**src/rtl/zst_pkg.sv**
```systemverilog
package zst_pkg;

   localparam int MAX_WIDTH  = 1024;
   localparam int MAX_HEIGHT = 1024;

   // size registers: reset value, lower clamp and bus width
   localparam int RESET_SIZE  = 1024;
   localparam int MIN_SIZE    = 3;
   localparam int CFG_DATA_W  = 11;
   localparam int CSR_IDX_W   = 2;

   localparam int ADDR_W   = $clog2(MAX_WIDTH);
   localparam int COL_W    = $clog2(MAX_WIDTH + 1);
   localparam int ROW_W    = $clog2(MAX_HEIGHT + 1);
   localparam int FLUSH_W  = $clog2(MAX_WIDTH + 2);
   localparam int SIZE_W_A = (COL_W > ROW_W) ? COL_W : ROW_W;
   localparam int SIZE_W   = (SIZE_W_A > CFG_DATA_W) ? SIZE_W_A : CFG_DATA_W;

   localparam int DEF_WIDTH  = (RESET_SIZE > MAX_WIDTH) ? MAX_WIDTH : RESET_SIZE;
   localparam int DEF_HEIGHT = (RESET_SIZE > MAX_HEIGHT) ? MAX_HEIGHT : RESET_SIZE;

   // line store word: bit 0 upper row, bit 1 middle row
   localparam int LINE_W = 2;
   localparam int WIN_W  = 9;

   // neighbor count limits for deletion
   localparam int NB_MIN = 2;
   localparam int NB_MAX = 6;

   // result queue
   localparam int OUT_DEPTH = 3;
   localparam int PTR_W     = $clog2(OUT_DEPTH);
   localparam int CNT_W     = $clog2(OUT_DEPTH + 1);

   typedef enum logic [CSR_IDX_W-1:0] {
      CSR_SUB_PASS     = 2'd0,
      CSR_IMAGE_WIDTH  = 2'd1,
      CSR_IMAGE_HEIGHT = 2'd2
   } csr_index_type;

   // where the delayed pixel sits in its frame
   typedef struct packed {
      logic out_valid;
      logic interior;
      logic frame_end;
   } pos_info_type;

   typedef struct packed {
      logic pixel_out;
      logic out_valid;
      logic deleted;
      logic frame_end;
   } result_type;

endpackage

```
**src/rtl/zst_ram.sv**
```systemverilog
module zst_ram #(
   parameter int WIDTH = 2,
   parameter int DEPTH = 1024
) (
   input  logic                     clock,
   input  logic                     wr_en,
   input  logic [$clog2(DEPTH)-1:0] wr_addr,
   input  logic [WIDTH-1:0]         wr_data,
   input  logic                     rd_en,
   input  logic [$clog2(DEPTH)-1:0] rd_addr,
   output logic [WIDTH-1:0]         rd_data
);

   logic [WIDTH-1:0] mem_ff [DEPTH];

   always_ff @(posedge clock) begin
      if (wr_en) begin
         mem_ff[wr_addr] <= wr_data;
      end
      if (rd_en) begin
         rd_data <= mem_ff[rd_addr];
      end
   end

endmodule

```
**src/rtl/zst_decide.sv**
```systemverilog
module zst_decide (
   input  logic [zst_pkg::WIN_W-1:0] window,
   input  logic                      sub_pass,
   input  zst_pkg::pos_info_type     pos,
   output zst_pkg::result_type       result
);

   import zst_pkg::*;

   logic       p2, p3, p4, p5, p6, p7, p8, p9, ctr;
   logic [7:0] ring;
   logic [7:0] trans;
   logic [3:0] ones;
   logic       m1, m2;
   logic       del;

   // window: newest column in bits 2:0, oldest in 8:6, top row lowest bit
   assign p2  = window[3];
   assign p3  = window[0];
   assign p4  = window[1];
   assign p5  = window[2];
   assign p6  = window[5];
   assign p7  = window[8];
   assign p8  = window[7];
   assign p9  = window[6];
   assign ctr = window[4];

   assign ring = {p9, p8, p7, p6, p5, p4, p3, p2};

   always_comb begin
      for (int i = 0; i < 8; i++) begin
         trans[i] = ~ring[i] & ring[(i + 1) % 8];
      end
   end

   assign ones = 4'($countones(ring));
   assign m1   = sub_pass ? (p2 & p4 & p8) : (p2 & p4 & p6);
   assign m2   = sub_pass ? (p2 & p6 & p8) : (p4 & p6 & p8);

   assign del = pos.out_valid & pos.interior & ctr & $onehot(trans)
              & (ones inside {[4'(NB_MIN):4'(NB_MAX)]}) & ~m1 & ~m2;

   assign result.pixel_out = pos.out_valid & ctr & ~del;
   assign result.out_valid = pos.out_valid;
   assign result.deleted   = del;
   assign result.frame_end = pos.out_valid & pos.frame_end;

endmodule

```
**src/rtl/zhang_suen_thinning_pass.sv**
```systemverilog
// A result passes the line store read stage, then the output queue, where
// rsp_stall can hold it; it describes the pixel image_width+1 stream
// positions earlier. Throughput: 1 item per cycle while req_stall is
// low, set by one line store read and one write of a column per item.
// Reset: counters and registers to defaults (sub_pass 0, sizes 1024); line
// stores are not swept, since every entry feeding a result is written first.
module zhang_suen_thinning_pass (
   input  logic                           clock,
   input  logic                           reset,
   input  logic                           req_valid,
   output logic                           req_stall,
   input  logic                           req_kind,
   input  logic                           req_pixel_in,
   output logic                           rsp_valid,
   input  logic                           rsp_stall,
   output logic                           rsp_pixel_out,
   output logic                           rsp_out_valid,
   output logic                           rsp_deleted,
   output logic                           rsp_frame_end,
   input  logic                           csr_valid,
   output logic                           csr_ready,
   input  logic [zst_pkg::CSR_IDX_W-1:0]  csr_index,
   input  logic [zst_pkg::CFG_DATA_W-1:0] csr_data
);

   import zst_pkg::*;

   // configuration
   logic             sub_pass_ff, sub_pass_in;
   logic [COL_W-1:0] width_ff, width_in;
   logic [ROW_W-1:0] height_ff, height_in;
   logic             csr_write;
   logic             size_write;
   logic [SIZE_W-1:0] csr_wide;
   logic [SIZE_W-1:0] width_clamp, height_clamp;

   // frame position
   logic [COL_W-1:0]   col_ff, col_in;
   logic [ROW_W-1:0]   row_ff, row_in;
   logic [FLUSH_W-1:0] flush_ff, flush_in;

   logic               accept;
   logic               tail;
   logic               restart;
   logic [COL_W-1:0]   col_eff, col_inc;
   logic [ROW_W-1:0]   row_eff, row_inc;
   logic [FLUSH_W-1:0] f_raw;
   logic [COL_W-1:0]   f_c;
   logic [COL_W-1:0]   pos_c;
   logic [ROW_W-1:0]   pos_r;
   logic [COL_W-1:0]   line_col;
   logic [ADDR_W-1:0]  rd_addr;
   logic               pix;
   pos_info_type       pos_info;

   // line store stage
   logic               sb_valid_ff, sb_valid_in;
   logic               sb_pix_ff;
   logic [ADDR_W-1:0]  sb_addr_ff;
   pos_info_type       sb_pos_ff;
   logic               sb_fwd_ff, sb_fwd_in;
   logic [LINE_W-1:0]  sb_fwd_data_ff;
   logic [LINE_W-1:0]  ram_rd_data;
   logic [LINE_W-1:0]  line_rd;
   logic [LINE_W-1:0]  line_wr;
   logic [WIN_W-1:0]   window_ff, window_in;
   result_type         result;

   // output queue
   result_type         queue_ff [OUT_DEPTH];
   logic [PTR_W-1:0]   wr_ptr_ff, wr_ptr_in;
   logic [PTR_W-1:0]   rd_ptr_ff, rd_ptr_in;
   logic [CNT_W-1:0]   cnt_ff, cnt_in;
   logic               push, pop;
   logic [CNT_W:0]     occupancy;
   result_type         head;

   // ---------------- configuration port ----------------
   assign csr_ready = 1'b1;
   assign csr_write = csr_valid & csr_ready;
   assign csr_wide  = SIZE_W'(csr_data);

   assign width_clamp  = (csr_wide < SIZE_W'(MIN_SIZE)) ? SIZE_W'(MIN_SIZE) :
                         (csr_wide > SIZE_W'(MAX_WIDTH)) ? SIZE_W'(MAX_WIDTH) : csr_wide;
   assign height_clamp = (csr_wide < SIZE_W'(MIN_SIZE)) ? SIZE_W'(MIN_SIZE) :
                         (csr_wide > SIZE_W'(MAX_HEIGHT)) ? SIZE_W'(MAX_HEIGHT) : csr_wide;

   always_comb begin
      sub_pass_in = sub_pass_ff;
      width_in    = width_ff;
      height_in   = height_ff;
      size_write  = 1'b0;
      if (csr_write) begin
         case (csr_index)
            CSR_SUB_PASS: begin
               sub_pass_in = csr_data[0];
            end
            CSR_IMAGE_WIDTH: begin
               width_in   = width_clamp[COL_W-1:0];
               size_write = 1'b1;
            end
            CSR_IMAGE_HEIGHT: begin
               height_in  = height_clamp[ROW_W-1:0];
               size_write = 1'b1;
            end
            default: begin
            end
         endcase
      end
   end

   // ---------------- input stage ----------------
   assign accept = req_valid & ~req_stall;

   always_comb begin
      tail    = flush_ff != '0;
      restart = (col_ff >= width_ff) || (row_ff >= height_ff);
      col_eff = restart ? '0 : col_ff;
      row_eff = restart ? '0 : row_ff;
      f_raw   = flush_ff - FLUSH_W'(1);
      f_c     = (f_raw > FLUSH_W'(width_ff)) ? width_ff : f_raw[COL_W-1:0];

      // flush positions continue as a virtual row just below the frame
      pos_r = tail ? height_ff : row_eff;
      pos_c = tail ? f_c : col_eff;

      if (tail) begin
         line_col = (f_c < width_ff) ? f_c : '0;
      end else begin
         line_col = col_eff;
      end
      rd_addr = line_col[ADDR_W-1:0];
      pix     = ~tail & ~req_kind & req_pixel_in;

      pos_info.out_valid = (pos_r >= ROW_W'(2)) || ((pos_r == ROW_W'(1)) && (pos_c != '0));
      pos_info.interior  = (pos_c >= COL_W'(2)) && (pos_c < width_ff) &&
                           (pos_r >= ROW_W'(2)) && (pos_r < height_ff);
      pos_info.frame_end = tail && (f_c == width_ff);

      col_inc = col_eff + COL_W'(1);
      row_inc = row_eff + ROW_W'(1);
   end

   always_comb begin
      col_in   = col_ff;
      row_in   = row_ff;
      flush_in = flush_ff;
      if (size_write) begin
         col_in   = '0;
         row_in   = '0;
         flush_in = '0;
      end else if (accept) begin
         if (!tail) begin
            if (col_inc >= width_ff) begin
               col_in = '0;
               if (row_inc >= height_ff) begin
                  row_in   = '0;
                  flush_in = FLUSH_W'(1);
               end else begin
                  row_in = row_inc;
               end
            end else begin
               col_in = col_inc;
               row_in = row_eff;
            end
         end else if (f_c >= width_ff) begin
            col_in   = '0;
            row_in   = '0;
            flush_in = '0;
         end else begin
            flush_in = FLUSH_W'(f_c) + FLUSH_W'(2);
         end
      end
   end

   // same column read while the stage ahead writes it: take the new word
   assign sb_fwd_in   = accept & sb_valid_ff & (rd_addr == sb_addr_ff);
   assign sb_valid_in = accept;

   always_ff @(posedge clock) begin
      if (reset) begin
         sub_pass_ff <= 1'b0;
         width_ff    <= COL_W'(DEF_WIDTH);
         height_ff   <= ROW_W'(DEF_HEIGHT);
         col_ff      <= '0;
         row_ff      <= '0;
         flush_ff    <= '0;
         sb_valid_ff <= 1'b0;
         sb_fwd_ff   <= 1'b0;
         window_ff   <= '0;
      end else begin
         sub_pass_ff <= sub_pass_in;
         width_ff    <= width_in;
         height_ff   <= height_in;
         col_ff      <= col_in;
         row_ff      <= row_in;
         flush_ff    <= flush_in;
         sb_valid_ff <= sb_valid_in;
         sb_fwd_ff   <= sb_fwd_in;
         window_ff   <= window_in;
      end
   end

   always_ff @(posedge clock) begin
      if (accept) begin
         sb_pix_ff      <= pix;
         sb_addr_ff     <= rd_addr;
         sb_pos_ff      <= pos_info;
         sb_fwd_data_ff <= line_wr;
      end
   end

   // ---------------- line store stage ----------------
   zst_ram #(
      .WIDTH (LINE_W),
      .DEPTH (MAX_WIDTH)
   ) u_line_store (
      .clock   (clock),
      .wr_en   (sb_valid_ff),
      .wr_addr (sb_addr_ff),
      .wr_data (line_wr),
      .rd_en   (accept),
      .rd_addr (rd_addr),
      .rd_data (ram_rd_data)
   );

   assign line_rd   = sb_fwd_ff ? sb_fwd_data_ff : ram_rd_data;
   // rows move up: old middle becomes upper, new pixel becomes middle
   assign line_wr   = {sb_pix_ff, line_rd[1]};
   assign window_in = sb_valid_ff ? {window_ff[5:0], sb_pix_ff, line_rd[1], line_rd[0]}
                                  : window_ff;

   zst_decide u_decide (
      .window   (window_in),
      .sub_pass (sub_pass_ff),
      .pos      (sb_pos_ff),
      .result   (result)
   );

   // ---------------- output queue ----------------
   assign push      = sb_valid_ff;
   assign pop       = rsp_valid & ~rsp_stall;
   assign occupancy = (CNT_W + 1)'(cnt_ff) + (CNT_W + 1)'(sb_valid_ff);
   assign req_stall = occupancy >= (CNT_W + 1)'(OUT_DEPTH);

   always_comb begin
      wr_ptr_in = wr_ptr_ff;
      rd_ptr_in = rd_ptr_ff;
      cnt_in    = cnt_ff;
      if (push) begin
         wr_ptr_in = (wr_ptr_ff == PTR_W'(OUT_DEPTH - 1)) ? '0 : wr_ptr_ff + PTR_W'(1);
      end
      if (pop) begin
         rd_ptr_in = (rd_ptr_ff == PTR_W'(OUT_DEPTH - 1)) ? '0 : rd_ptr_ff + PTR_W'(1);
      end
      if (push && !pop) begin
         cnt_in = cnt_ff + CNT_W'(1);
      end else if (pop && !push) begin
         cnt_in = cnt_ff - CNT_W'(1);
      end
   end

   always_ff @(posedge clock) begin
      if (reset) begin
         wr_ptr_ff <= '0;
         rd_ptr_ff <= '0;
         cnt_ff    <= '0;
      end else begin
         wr_ptr_ff <= wr_ptr_in;
         rd_ptr_ff <= rd_ptr_in;
         cnt_ff    <= cnt_in;
      end
   end

   always_ff @(posedge clock) begin
      if (push) begin
         queue_ff[wr_ptr_ff] <= result;
      end
   end

   assign head          = queue_ff[rd_ptr_ff];
   assign rsp_valid     = cnt_ff != '0;
   assign rsp_pixel_out = head.pixel_out;
   assign rsp_out_valid = head.out_valid;
   assign rsp_deleted   = head.deleted;
   assign rsp_frame_end = head.frame_end;

`ifndef NO_ASSERTIONS
   a_queue_no_overflow: assert property (@(posedge clock) disable iff (reset)
      !(sb_valid_ff && (cnt_ff == CNT_W'(OUT_DEPTH))))
      else $error("result queue written while full");

   a_fwd_needs_prior: assert property (@(posedge clock) disable iff (reset)
      sb_fwd_ff |-> $past(sb_valid_ff))
      else $error("line store bypass without a transaction ahead");

   a_flush_bound: assert property (@(posedge clock) disable iff (reset)
      flush_ff <= FLUSH_W'(width_ff) + FLUSH_W'(1))
      else $error("flush position beyond row length");

   a_deleted_consistent: assert property (@(posedge clock) disable iff (reset)
      (rsp_valid && rsp_deleted) |-> (rsp_out_valid && !rsp_pixel_out))
      else $error("deleted pixel still set or without a pixel");

   a_frame_end_in_tail: assert property (@(posedge clock) disable iff (reset)
      (accept && pos_info.frame_end) |=> (flush_ff == '0))
      else $error("frame end did not close the flush phase");
`endif

endmodule

```
**config.mk**
```make
export PLATFORM = sky130hd
export DESIGN_NAME = zhang_suen_thinning_pass
export DESIGN_NICKNAME = d
export VERILOG_FILES = /design/src/rtl/zst_pkg.sv /design/src/rtl/zst_ram.sv /design/src/rtl/zst_decide.sv /design/src/rtl/zhang_suen_thinning_pass.sv
export SDC_FILE = /design/constraint.sdc
export NUM_CORES = 2
export LEC_CHECK = 0
export BUFFER_PORTS_ARGS = -buffer_cell sky130_fd_sc_hd__buf_2
export CORE_MARGIN = 2
export CORE_UTILIZATION = 30
export DETAILED_ROUTE_END_ITERATION = 8
export GPL_ROUTABILITY_DRIVEN = 1
export MAX_ROUTING_LAYER = met4
export PLACE_DENSITY = 0.52
export SLEW_MARGIN = 20
export SYNTH_ARGS = -nofsm -noshare
export SYNTH_HDL_FRONTEND = slang
export SYNTH_HIERARCHICAL = 1
export SYNTH_SLANG_ARGS = --single-unit
```
**constraint.sdc**
```tcl
create_clock -name clock -period 21.6 [get_ports clock]
set_clock_uncertainty 0.15 [all_clocks]
set_input_delay 3.24 -clock clock [delete_from_list [all_inputs] [get_ports clock]]
set_output_delay 3.24 -clock clock [all_outputs]
set_load 0.02 [all_outputs]
```
==> summary.md <==
| Metric | Value |
|---|---|
| Measured slew at the worst slew-check pin | `between 1 and 1.5 ns` |
| Grt ovf | `0` |
| Power share of the sequential group | `approximately half` |
| RR Endpoint | `u_line_store/rd_data[0]$_DFFE_PP_` |
| H-tree levels | `4` |
| Finished Layout Cells | `10,070` |
| RSZ-0062 raised after global routing | `no` |
| Initial Util | `a little under a third` |
| Final Cycle Share | `49.9%` |
| CTS root buffer | `clkbuf_16` |
| Crit path top cell by count | `buf_4` |
| Worst reg2reg startpoint | `flush_ff[0]$_SDFFE_PP0P_` |
| CTS sink count | `around 2,200` |
| Pin count of the biggest net entering global routing | `roughly 230` |
| Crit Path Category | `flop to flop` |
| Synth area leader | `edfxtp_1` |
| Post-CTS Setup Bufs | `0` |
| Post-synth EDFFs | `between 2,000 and 2,500` |
| Die W | `approximately 560 um` |
| Final slew viol count | `0` |
| GPL Wtd Cong | `roughly 0.85` |
| Leakage | `a little over 30 nW` |
| Switching share of power | `a little under a quarter` |
| Vias | `~54,000` |
| R2R cell count | `31` |
| Tot GR Track Use | `~18%` |
| Layout cell share with drive strength beyond 1 | `about 18%` |
| Depth of the worst hold-timing path | `1` |
| IO buf count | `25` |
| Crit path max fanout | `41` |
| Crit. End Element | `flop` |
| Ys async rst share | `0%` |
| Routed wire length | `about 280 mm` |
| Mean post-synth cell area | `approximately 16 um^2` |
| Vias/cell | `roughly 5.3` |
| Clock Latency Late Sink | `0.88 ns` |
| Power share of the clock group | `between 40% and 50%` |
| Pint | `7.12 mW` |
| Status | `complete, no violations` |
| Core area | `between 300,000 and 400,000 um^2` |
| F_max | `between 90 and 100 MHz` |
| Worst hold path type | `flop to flop` |
| CTS max path bufs | `3` |
| MaxCap Viol Count | `0` |
| Post-Syn Instances | `between 5,000 and 6,000` |
| Fin crit period | `between 10 and 15 ns` |
| DR DRC count | `0` |
| Final setup viols | `0` |
| Hold Violations, Final | `0` |
| Psw | `~2.2 mW` |
| Reg clk slew, reported paths | `roughly 0.070 ns` |
| Syn Nets | `just under 6,000` |
| Slew Limit Headroom | `21.3%` |
| Worst Path Arrival | `between 10 and 15 ns` |
| WL per Instance | `between 20 and 30 um` |
| Total number of yosys warnings | `6` |
| Flop-to-flop setup slack | `10.82 ns` |
| Synth unique cells | `103` |
| Die area | `about 310,000 um^2` |
| Final core occ | `34.1%` |
| Post-CTS sizing | `0` |
| Setup Total Neg Slack | `0 ns` |
| DRT Pass-1 Iters | `7` |
| Final nets | `5,917` |
| Initial antenna violation count | `14` |
| # IOs | `27` |
| Antenna Violating Nets Remaining | `0` |
| Crit-path slowest cell | `o221ai_1` |
| Iteration-0 DRC Markers | `7,035` |
| Row cnt | `a little over 200` |
| Sequential fraction of the synthesis area | `between 60% and 70%` |
| Vias in the first global route | `between 50,000 and 60,000` |
| Area delta synth->final | `12.9%` |
| Global-route wire length before repair | `roughly 400 mm` |
| Cell Pwr Density | `between 80 and 90 nW/um^2` |
| Maximum vdd drop | `0.0895 mV` |
| #FFs+latches synth | `2,153` |
| Hold path endpoint | `width_ff[10]$_SDFFE_PP1P_` |
| Min-delay src | `width_ff[10]$_SDFFE_PP1P_` |
| Mapped Area | `a little over 90,000 um^2` |
| Comb pwr share | `~9.0%` |
| CP max stage delay | `between 0.8 and 0.9 ns` |
| Synth top area cells | `edfxtp_1 (68%), mux4_2 (11%), nor2_1 (4.6%)` |
| Post-synth top area share | `about two thirds` |
| CTS Hold Bufs | `0` |
| CTS tree | `built` |
| Post-synth top flop | `edfxtp_1` |
| Clock buffer count from CTS | `between 200 and 250` |
| Die height | `~560 um` |
| CP Launch Type | `flop` |
| Placed insts | `~9,700` |
| CP required | `around 22 ns` |
| HPWL after DPL | `between 150 and 200 mm` |
final cells by class:
| cell class | instances | area (um^2) |
|---|---|---|
| clock inverters | 136 | 1400 |
| multi-input cells | 3164 | 26500 |
| repair buffers | 175 | 1340 |
| flip-flops and latches | 2153 | 63900 |
| inverters | 70 | 275 |
| diodes | 2 | 5.00 |
| fillers | 29216 | 202000 |
| well taps | 4100 | 5130 |
| clock buffers | 270 | 5720 |
metal layers:
layer	part of all wire, %	routed length, um	global-route usage (%)
met1	44	122000	25.3
met2	47	129000	27.6
met3	7.2	19900	2.33
met4	2.0	5530	3.90
met5	0	0	-
power groups by stage:
stage	Combinational, mW	Sequential [mW]	Clock [mW]
after global routing	0.908	4.73	4.00
after CTS	0.852	4.73	3.84
final	0.844	4.73	3.77
after global placement	0.841	4.82	0
after floorplan	0.550	5.01	0
after detailed placement	0.850	4.82	0
cells in the final DEF, fill, tap and decap left out, types with 15 or more instances in the layout:
master     synthesis  routed
a211oi_1          18      18
a21o_1            18      17
a21oi_1          146     146
a221oi_1          17      17
a22oi_1           55      55
a31oi_1           16      16
and2_1            16      15
and3_1            19      19
buf_2             29      25
buf_4             31     140
bufinv_16          0      20
clkbuf_1         276      47
clkbuf_16          0     220
clkinv_1           2      46
clkinv_2           0      47
dfxtp_1           75      74
edfxtp_1        2078    2078
ha_1             108     108
inv_1             63      61
mux2_2            16      16
mux2i_1          211     211
mux4_2           449     449
nand2_1          195     175
nand2_2            1      15
nand3_1           85      61
nand3_4            0      24
nand4_1           33      33
nor2_1          1137    1133
nor2b_1           28      23
nor3_1            62      59
nor3b_1           29      24
nor4_1            22      22
o21ai_0           76      74
o221ai_1          87      87
o22ai_1           69      65
xnor2_1           19      19
metrics by stage:
step                      instance area (um^2)  power, mW  hold slack [ns]  setup WS [ns]
final                                   104000       9.35            0.338          10.82
after floorplan                          92400       5.56            0.285           4.46
after global placement                   97100       5.66            0.298          10.84
after CTS                               104000       9.43            0.335          10.95
after global routing                    104000       9.64            0.351          10.28
after detailed placement                 97100       5.67            0.314          10.93
how the worst max path moves through the flow:
stage               cells after the start  slack, ns                                 to                     start
floorplan                              13       4.46           queue_ff[0][3]$_DFFE_PP_       sb_pix_ff$_DFFE_PP_
detailed placement                     28      10.93  u_line_store/rd_data[0]$_DFFE_PP_  flush_ff[0]$_SDFFE_PP0P_
global placement                       28      10.84  u_line_store/rd_data[0]$_DFFE_PP_  flush_ff[0]$_SDFFE_PP0P_
global route                           31      10.28  u_line_store/rd_data[0]$_DFFE_PP_  flush_ff[0]$_SDFFE_PP0P_
finish                                 31      10.82  u_line_store/rd_data[0]$_DFFE_PP_  flush_ff[0]$_SDFFE_PP0P_
CTS                                    28      10.95  u_line_store/rd_data[0]$_DFFE_PP_  flush_ff[0]$_SDFFE_PP0P_
state kept, by name, indices dropped and copies added (netlist names), 2 cells and up, named ones only:
register,flops
cnt_ff,2
col_ff,11
flush_ff,11
height_ff,11
queue_ff,12
rd_ptr_ff,2
row_ff,11
sb_addr_ff,10
sb_fwd_data_ff,2
sb_pos_ff,3
u_line_store/mem_ff,2048
u_line_store/rd_data,2
width_ff,11
window_ff,9
wr_ptr_ff,2
synth_stat cells (all sizes together) (85+ instances only):
cell / count
o21ai: 86
buf: 169
ha: 108
nand2: 196
o221ai: 88
nor2: 1137
a21oi: 147
mux4: 449
mux2i: 211
clkbuf: 277
edfxtp: 2078
nand3: 85
kinds of logic after synthesis:
kind of cell | count (synthesis) | share of synthesized area, %
buffers and inverters | 516 | 2.74
multiplexers | 680 | 13.5
adder cells (fa/ha/maj) | 115 | 1.61
other | 1 | 0.00406
XOR/XNOR | 33 | 0.313
flip-flops | 2153 | 69.2
AND/OR/NAND/NOR | 1706 | 7.97
AO/OA/AOI/OAI | 629 | 4.69
worst max-delay path: cells and delay by family, from the launching register on:
kind / cells / cell delay (ns)
multiplexers: 2 / 0.86
adder cells (fa/ha/maj): 3 / 0.92
flip-flops: 1 / 0.42
AO/OA/AOI/OAI: 10 / 2.85
buffers and inverters: 7 / 2.81
AND/OR/NAND/NOR: 9 / 2.44
(Power assumes the default switching activity.)
